==> src/hdl/asa_ram.sv <==
// generic simple dual port ram with registered read
module asa_ram #(
   parameter int WIDTH = 64,
   parameter int DEPTH = 32
) (
   input  logic                                      clock,
   input  logic                                      we,
   input  logic [((DEPTH > 1) ? $clog2(DEPTH) : 1)-1:0] waddr,
   input  logic [WIDTH-1:0]                          wdata,
   input  logic [((DEPTH > 1) ? $clog2(DEPTH) : 1)-1:0] raddr,
   output logic [WIDTH-1:0]                          rdata
);
   logic [WIDTH-1:0] mem [DEPTH];
   logic [WIDTH-1:0] rdata_ff;

   always_ff @(posedge clock) begin
      if (we) begin
         mem[waddr] <= wdata;
      end
      rdata_ff <= mem[raddr];
   end

   assign rdata = rdata_ff;
endmodule

==> config.mk <==
export PLATFORM = sky130hd
export DESIGN_NAME = asa_ram
export DESIGN_NICKNAME = d
export VERILOG_FILES = /design/src/hdl/asa_ram.sv
export SDC_FILE = /design/constraint.sdc
export NUM_CORES = 2
export LEC_CHECK = 0
export ABC_AREA = 1
export BUFFER_PORTS_ARGS = -buffer_cell sky130_fd_sc_hd__buf_2
export CORE_UTILIZATION = 56
export DETAILED_ROUTE_END_ITERATION = 10
export GPL_TIMING_DRIVEN = 1
export PLACE_DENSITY = 0.76
export SYNTH_ARGS = -nofsm -noshare
export SYNTH_HDL_FRONTEND = slang
export SYNTH_SLANG_ARGS = --single-unit
export TNS_END_PERCENT = 5
==> constraint.sdc <==
create_clock -name clock -period 4.3 [get_ports clock]
set_input_delay 0.86 -clock clock [delete_from_list [all_inputs] [get_ports clock]]
set_output_delay 0.86 -clock clock [all_outputs]
set_load 0.01 [all_outputs]
==> qor.txt <==
Critical-path cell list: buf_2
Clk buf depth: 3
Final Slew Violations: 0
First-pass GRT wire length: 320 mm
P_leak: 32.8 nW
IO Port Bufs: 139
Die H: 387 um
Postcts setup bufs: 0
Die area: 0.150 mm2
Cell count after synthesis: 6,768
Post-DP HPWL: 106 mm
Async set-reset flop share out of synthesis: 0%
Synth top area share: 74.1%
Clock share of power: 40.0%
WS Path Type: flip-flop to primary output
Count leader, synth: nand2_1
Sw Pwr: 9.35 mW
Slew @ Worst Pin: 0.987 ns
Post-synthesis cell area: 0.0830 mm2
Crit share post-route: 58.6%
Post-synth EDFFs: 2,048
Total gr overflow: 0
M1 WL: 82.4 mm
Top_reg_cell synth: edfxtp_1
Max VDD drop: 0.461 mV
Seq cells post-synth: 2,112
Routability cong.: 0.796
Seq/Total Area, Yosys: 75.6%
Final min period: 2.52 ns
Crit-path slowest cell: dfxtp_1
Critical Path RT: 3.44 ns
Wire length per cell: 24.1 um
Power consumption: 42.5 mW
Status: finished, final reports clean
CTS buffer count: 196
Critical path buffer and inverter count: 1
R2R Setup Slk: 3.01 ns
Largest net degree at the start of global routing: 180
Total GRT Usage: 28.3%
H-tree depth: 4
First-pass iteration count of the detailed router: 9
Sw frac: 22.0%
Fin nets: 6,855
Top layer in use: met5
Layout cell share with drive strength beyond 1: 8.09%
Top post-synthesis cells by area: edfxtp_1, nand3_1, nand2_1, buf_2, dfxtp_1
Fmax: 397 MHz
Logic pwr share: 5.9%
Root buf cell: clkbuf_16
Met2 wire len: 100 mm
Vias in the first global route: 52.1k
Routed WL: 214 mm
Pwr/cell area: 461 mW/mm2
P&R area growth vs syn: 11.1%
CORE AREA: 0.146 mm2
Post-route ant nets: 0
Synth cell count leaders: nand2_1, edfxtp_1, nand3_1
Max_cap viols: 0
Clock sinks: 2,112
Crit-path max cell delay: 0.59 ns
# IOs: 140
Synth warn: 0
Crit path capture type: primary output
Post-CTS sizing: 0
Data arrival, critical path: 1.66 ns
Syn_nets: 6,844
Initial core utilization: 56.7%
Final setup vio count: 0
RSZ-0062 raised after global routing: no
1st-iter DRT viols: 7,580
Fill count: 10.4k
Vias post-DR: 54.4k
Die X: 387 um
Hold Crit Class: input port to flip-flop
Crit path max-delay family: flip-flops
Drc violations: 0
Internal: 33.1 mW
Final core occ: 62.9%
Hold Buf Count CTS: 0
Met3 routed WL: 24.7 mm
Synthesized area per cell: 12.3 um2
Vias per inst: 6.14
Clk_lat worst skew: 0.84 ns
Cell type with the largest total area after synthesis: edfxtp_1
Final Skew: 0.0287 ns
Clock-pin slew on the worst setup and hold paths: 0.06 ns
Type of origin of the critical path: flip-flop
FP Rows: 140
Seq pwr share: 54.2%
Synth unique cells: 13
CTS tree: yes
CP max FO: 2
Final hold vios: 0
Relative slew slack: 34.2%
Antenna violations before repair: 22
-- metrics by stage --
step	std cells	cell area [um2]	hold slack (ns)	setup WS, ns	setup TNS [ns]
after floorplan	6768	83000	0.640	-0.0238	-26.24
after global placement	8498	85900	0.670	1.22	0
after detailed placement	8498	85900	0.674	1.17	0
after CTS	8862	92100	0.457	1.77	0
after global routing	8866	92200	0.509	1.80	0
final	8871	92200	0.516	1.78	0
-- state kept, by name, indices dropped and copies added, names as in the netlist --
| register | count |
|---|---|
| mem | 2048 |
| rdata | 64 |
-- tightest hold or removal path: cells and delay by family --
family | cells | cell delay [ns]
simple gates | 2 | 0.18
buf+inv | 1 | 0.23
-- worst paths after layout --
path	cells past startpoint	from	end
worst max-delay path	1	rdata[29]$_DFF_P_	rdata[29]
worst min-delay path	3	raddr[4]	rdata[35]$_DFF_P_
worst max register to register	6	mem[31][1]$_DFFE_PP_	rdata[1]$_DFF_P_
worst min register to register	6	mem[2][62]$_DFFE_PP_	rdata[62]$_DFF_P_
-- cells by family (layout without fill, tap and decap cells) --
group	after synthesis	count (layout)	synth area share (%)
and+or+nand+nor	4208	4208	21.7
buffers and inverters	448	625	2.61
DFF	2112	2112	75.6
other	0	9	0
-- final cells by class --
type / instances / area (um2) / area share (%)
Timing Repair Buffer: 251 / 2330 / 2.52
Clock inverter: 66 / 659 / 0.715
Multi-Input combinational cell: 4208 / 18300 / 19.8
Antenna cell: 9 / 22.5 / 0.0244
Clock buffer: 298 / 5610 / 6.09
Tap cell: 1917 / 2400 / 2.60
Inverter: 10 / 76.3 / 0.0828
Sequential cell: 2112 / 62800 / 68.1
-- power by group through the flow --
stage               clock network [mW]  logic [mW]  registers (mW)
global placement                     0        2.38            23.4
global route                      17.8        2.71            23.0
CTS                               17.1        2.47            23.0
detailed placement                   0        2.45            23.4
floorplan                            0        1.39            23.4
finish                            17.0        2.50            23.0
-- layout by cell type, fill, tap and decap left out, drive strengths merged --
master    instances
nand3          1800
inv              14
clkinv           51
bufinv           10
edfxtp         2048
dfxtp            64
buf             251
clkinvlp          1
diode             9
nand2          2376
nor2             32
clkbuf          298
-- per-layer routing --
layer | GRT usage (%) | up-vias
li1 | - | 24000
met1 | 40.2 | 26500
met5 | 0 | -
met2 | 44.3 | 3428
met3 | 5.45 | 473
met4 | 9.46 | 12
(Power assumes the default switching activity.)
