==> config.mk <==
export PLATFORM = sky130hd
export DESIGN_NAME = asa_urem
export DESIGN_NICKNAME = d
export VERILOG_FILES = /design/src/hdl/asa_pkg.sv /design/src/hdl/asa_urem.sv
export SDC_FILE = /design/constraint.sdc
export NUM_CORES = 1
export LEC_CHECK = 0
export BUFFER_PORTS_ARGS = -buffer_cell sky130_fd_sc_hd__buf_2
export CAP_MARGIN = 20
export CORE_ASPECT_RATIO = 1.2
export CORE_UTILIZATION = 57
export DETAILED_ROUTE_END_ITERATION = 8
export PLACE_DENSITY = 0.81
export SLEW_MARGIN = 10
export SYNTH_ARGS = -nofsm -noshare
export SYNTH_HDL_FRONTEND = slang
export SYNTH_SLANG_ARGS = --single-unit
==> constraint.sdc <==
create_clock -name clock -period 3.3 [get_ports clock]
set_clock_uncertainty 0.1 [all_clocks]
set_input_delay 0.66 -clock clock [delete_from_list [all_inputs] [get_ports clock]]
set_output_delay 0.66 -clock clock [all_outputs]
set_load 0.03 [all_outputs]
==> src/hdl/asa_pkg.sv <==
// shared types, constants and helpers of the aligned span allocator
package asa_pkg;

   localparam int MAX_SPANS   = 32;
   localparam int MAX_ALLOCS  = 64;
   localparam int SPAN_IDX_W  = $clog2(MAX_SPANS);
   localparam int SPAN_CNT_W  = $clog2(MAX_SPANS + 1);
   localparam int ALLOC_IDX_W = (MAX_ALLOCS > 1) ? $clog2(MAX_ALLOCS) : 1;
   localparam int ALLOC_CNT_W = $clog2(MAX_ALLOCS + 1);
   localparam int DIV_STEPS   = 32;
   localparam int DIV_CNT_W   = $clog2(DIV_STEPS + 1);

   localparam logic [1:0] OP_ALLOC_FIT = 2'd0;
   localparam logic [1:0] OP_ALLOC_AT  = 2'd1;
   localparam logic [1:0] OP_RESIZE    = 2'd2;
   localparam logic [1:0] OP_FREE      = 2'd3;

   localparam logic [1:0] CSR_REGION_BASE = 2'd0;
   localparam logic [1:0] CSR_REGION_SIZE = 2'd1;
   localparam logic [1:0] CSR_ALIGNMENT   = 2'd2;

   localparam logic [31:0] RESET_REGION_SIZE = 32'd65536;

   typedef enum logic [3:0] {
      ST_OK            = 4'd0,
      ST_ZERO_SIZE     = 4'd1,
      ST_NO_SPACE      = 4'd2,
      ST_MISALIGNED    = 4'd3,
      ST_EXCEEDS       = 4'd4,
      ST_UNKNOWN_ID    = 4'd5,
      ST_LIFETIME_OPEN = 4'd6,
      ST_BUSY          = 4'd7,
      ST_TABLE_FULL    = 4'd8
   } status_type;

   typedef enum logic [4:0] {
      S_INIT, S_IDLE, S_DIV_GO, S_DIV_WAIT, S_SIZE, S_OFF_CHK, S_SLOT_SCAN,
      S_ID_SCAN, S_RESIZE, S_FREE, S_SP_RD, S_SP_CHK, S_SP_FIT, S_GB_RD,
      S_GB_CHK, S_GB_DEC, S_ED_RD, S_ED_WR, S_ED_W0, S_ED_W1, S_FINISH, S_RESP
   } fsm_type;

   typedef enum logic [1:0] {ED_NONE, ED_UP, ED_DOWN} shift_type;
   typedef enum logic [1:0] {CNT_KEEP, CNT_INC, CNT_DEC} delta_type;
   typedef enum logic [1:0] {FIN_NEW, FIN_RESIZE, FIN_FREE} fin_type;

   typedef logic [33:0] wide_type;

   typedef struct packed {
      logic [31:0] off;
      logic [31:0] len;
   } span_type;

   typedef struct packed {
      logic [31:0] id;
      logic [31:0] off;
      logic [31:0] len;
      logic [2:0]  life;
   } alloc_type;

   typedef struct packed {
      logic        start;
      logic [31:0] dividend;
      logic [31:0] divisor;
   } urem_req_type;

   function automatic wide_type wx(input logic [31:0] v);
      return {2'b00, v};
   endfunction

endpackage

==> src/hdl/asa_urem.sv <==
// bit serial unsigned remainder unit, one quotient bit per cycle
module asa_urem import asa_pkg::*; (
   input  logic         clock,
   input  logic         reset,
   input  urem_req_type req,
   output logic         busy,
   output logic [31:0]  rem
);
   logic [DIV_CNT_W-1:0] cnt_ff, cnt_in;
   logic [31:0]          q_ff, q_in;
   logic [31:0]          r_ff, r_in;
   logic [31:0]          d_ff, d_in;
   logic [32:0]          trial;
   logic                 take;

   assign trial = {r_ff, q_ff[31]};
   assign take  = trial >= {1'b0, d_ff};

   always_comb begin
      cnt_in = cnt_ff;
      q_in   = q_ff;
      r_in   = r_ff;
      d_in   = d_ff;
      if (req.start) begin
         cnt_in = DIV_CNT_W'(DIV_STEPS);
         q_in   = req.dividend;
         r_in   = '0;
         d_in   = req.divisor;
      end else if (cnt_ff != '0) begin
         cnt_in = cnt_ff - 1'b1;
         q_in   = {q_ff[30:0], 1'b0};
         r_in   = take ? 32'(trial - {1'b0, d_ff}) : trial[31:0];
      end
   end

   always_ff @(posedge clock) begin
      if (reset) begin
         cnt_ff <= '0;
      end else begin
         cnt_ff <= cnt_in;
      end
      q_ff <= q_in;
      r_ff <= r_in;
      d_ff <= d_in;
   end

   assign busy = cnt_ff != '0;
   assign rem  = r_ff;
endmodule

==> impl_metrics.ini <==
[run_status]
status = finished, final reports clean

[global_route]
grt_pass1_vias = 4993
track_usage = 0.268
overflow = 0
grt_pass1_wl_um = 22800
antenna_found_initial = 0
grt_start_max_net_pins = 36

[clock_tree]
cts_tree = built
cts-htree-levels = 3
cts_setup_buffers = 0
cts_made_buffers = 9
cts_buffer_depth = 2
cts_num_sinks = 102
root_buffer = clkbuf_16
insertion_delay_ns = 0.34
cts.clk_slew.worst_paths_ns = 0.07

[layout]
nNetsFinal = 801
drive_gt1_frac = 0.241
num_antenna_cells = 0
multi_input_area_um2 = 2960
n_fill_cell = 799
area_growth_pct = 15.0
final_cell_area_um2 = 6850
regArea_um2 = 2680

[synthesis]
synth_top_area_cell = edfxtp_1
synth-seq-cells = 102
syn_area_um2 = 5960
synth_xor_area_frac = 0.0367
syn_area_per_cell_um2 = 9.74
synth-edff-count = 64
synth-main-ff-cell = edfxtp_1
synth_cells = 612
yosys_warnings = 0
syn_nets = 713
yosysTopAreaCellShare = 0.323
synth_area_leaders = edfxtp_1, dfxtp_1, ha_1
async_reset_ff_frac = 0
synth-compound-area-share = 0.184
muxShareOfSynthArea = 0.0586
synth_top_family_by_area = compound AO/OA/AOI/OAI gates
synth.distinct_cells = 62
yosys.area_share.simple = 0.143
ys_seq_area_frac = 0.450
synth-adder-area-share = 0.0727

[floorplan]
initial_core_util = 0.589
fp-row-count = 40
die_x_um = 95.3
dieArea_um2 = 10900
core-area_um2 = 10100
io-pin-count = 100
die_h_um = 114

[worst_setup_path]
worstPathArrival_ns = 3.26
endpoint_kind = flip-flop
critPathMaxFanout = 9
startpoint_type = flip-flop
r2r-start = d_ff[1]
required_ns = 3.43
r2r_setup_slack_ns = 0.17
reg2reg_depth = 12
critical_path_class = reg -> reg
timing.rr.end = rem[17]

[hold_path]
min_from = req[8]
hp-class = in -> reg
whs_path_depth = 1
whs_endpoint = d_ff[8]

[route]
drtIter0Drc = 302
drc = 0
routed_wl_um = 13900
firstDrtPassIters = 5
antenna_left = 0
wl_per_cell_um = 16.7
dr_total_vias = 4940
vias_per_cell = 5.94

[place]
hpwl_um = 10300
port_buffers = 99
gp_congestion = 0.911
post-place-ws_ns = 0.0976
placed_area_um2 = 6550

[power_and_ir_drop]
powerDensity_nw_per_um2 = 1010
finalPower_w = 0.00692
ir_drop_v = 0.000477
leakage_nw = 2.98

[timing]
tns_ns = 0
layout_setup_ws_ns = 0.173
setup_viol = 0
slew_violations = 0
min_period_ns = 3.13
rsz0062_at_grt = yes
hold_viol = 0
max_slew_margin = 0.645
min_period_over_period = 0.948
fmax_mhz = 320
tightestPinTransition_ns = 0.525

[job]
cap_violations = 0
## Yosys cell counts (4+ instances only)
library cell	number
o211ai_1	4
edfxtp_1	64
nor3_1	17
a21oi_1	38
or3_1	4
mux2_2	31
nand2_1	66
and2_1	4
a21o_1	13
nor4_1	5
xor2_1	7
inv_1	43
nand4_1	8
ha_1	33
o21bai_1	5
a211oi_1	10
a311oi_1	19
xnor2_1	18
o21ai_0	16
o31a_1	4
buf_2	7
o21a_1	8
a31oi_1	7
nand3_1	11
nor2_1	52
dfxtp_1	38
nor3b_1	4
clkbuf_1	24
## cells in the final DEF, fill, tap and decap left out, types with 19 or more instances in the layout
| master | instances |
|---|---|
| inv_1 | 43 |
| nand2_1 | 66 |
| buf_2 | 98 |
| dfxtp_1 | 38 |
| mux2_2 | 31 |
| edfxtp_1 | 64 |
| nor2_1 | 52 |
| ha_1 | 33 |
| a311oi_1 | 19 |
| a21oi_1 | 36 |
## routing by layer
layer | vias to the layer above | routed length [um] | track usage
met5 | - | 0 | 0
li1 | 2412 | - | -
met2 | 155 | 6930 | 0.459
met3 | 37 | 719 | 0.0553
met1 | 2336 | 5870 | 0.315
met4 | 0 | 371 | 0.128
## power breakdown
group	internal, W	switching (W)	leakage, nW	total (W)
combinational	0.00144	0.00239	1.88	0.00383
clock	0.000593	0.000476	0.141	0.00107
sequential	0.00174	0.000280	0.957	0.00202
total	0.00377	0.00315	2.98	0.00692
## worst max-delay path, stage by stage (launching register included)
cell	delay, ns
edfxtp_1	0.36
inv_1	0.10
ha_1	0.25
nor2b_1	0.16
o31a_1	0.27
o31a_2	0.34
o31a_1	0.30
o21ai_2	0.19
a21oi_4	0.11
nor2_4	0.21
buf_4	0.22
nand2_1	0.07
a311oi_1	0.32
## through the flow
stage,utilization,std cells,hold WS (ns)
6_report,0.678,831,0.385
5_1_grt,0.678,831,0.374
4_1_cts,0.677,831,0.379
3_5_place_dp,0.648,815,0.405
3_3_place_gp,0.648,815,0.399
2_1_floorplan,-,612,0.387
## cell type report
cell class | count | share of cell area
inverters | 43 | 0.0235
clock buffers | 11 | 0.0340
flip-flops and latches | 102 | 0.391
clock inverters | 5 | 0.00876
well taps | 126 | 0.0230
repair buffers | 112 | 0.0874
multi-input cells | 432 | 0.432
## worst max path at each step
stage | startpoint | endpoint | slack (ns) | depth (start not counted)
after detailed placement | q_ff[31] | rem[20] | 0.1 | 13
after global routing | d_ff[6] | rem[17] | -0.01 | 12
final | d_ff[1] | rem[17] | 0.17 | 12
after CTS | q_ff[31] | rem[20] | 0.07 | 13
after global placement | q_ff[31] | rem[20] | 0.23 | 13
after floorplan | rem[0] | rem[2] | 0.29 | 12
## cell families after synthesis
| logic type | count (synthesis) |
|---|---|
| simple gates | 186 |
| compound gates | 156 |
| flops | 102 |
| buf+inv | 78 |
| fa+ha+maj | 34 |
| mux | 31 |
| xor+xnor | 25 |
## registers in the layout, summed over array words and instances (netlist names)
register / count
d_ff: 32
cnt_ff: 6
rem: 32
q_ff: 32
## timing repair
item                                    4_1_cts  5_1_grt
endpoints found under the setup margin        0       10
resized for setup                             0        5
hold buffers                                  0        0
(Power assumes the default switching activity.)
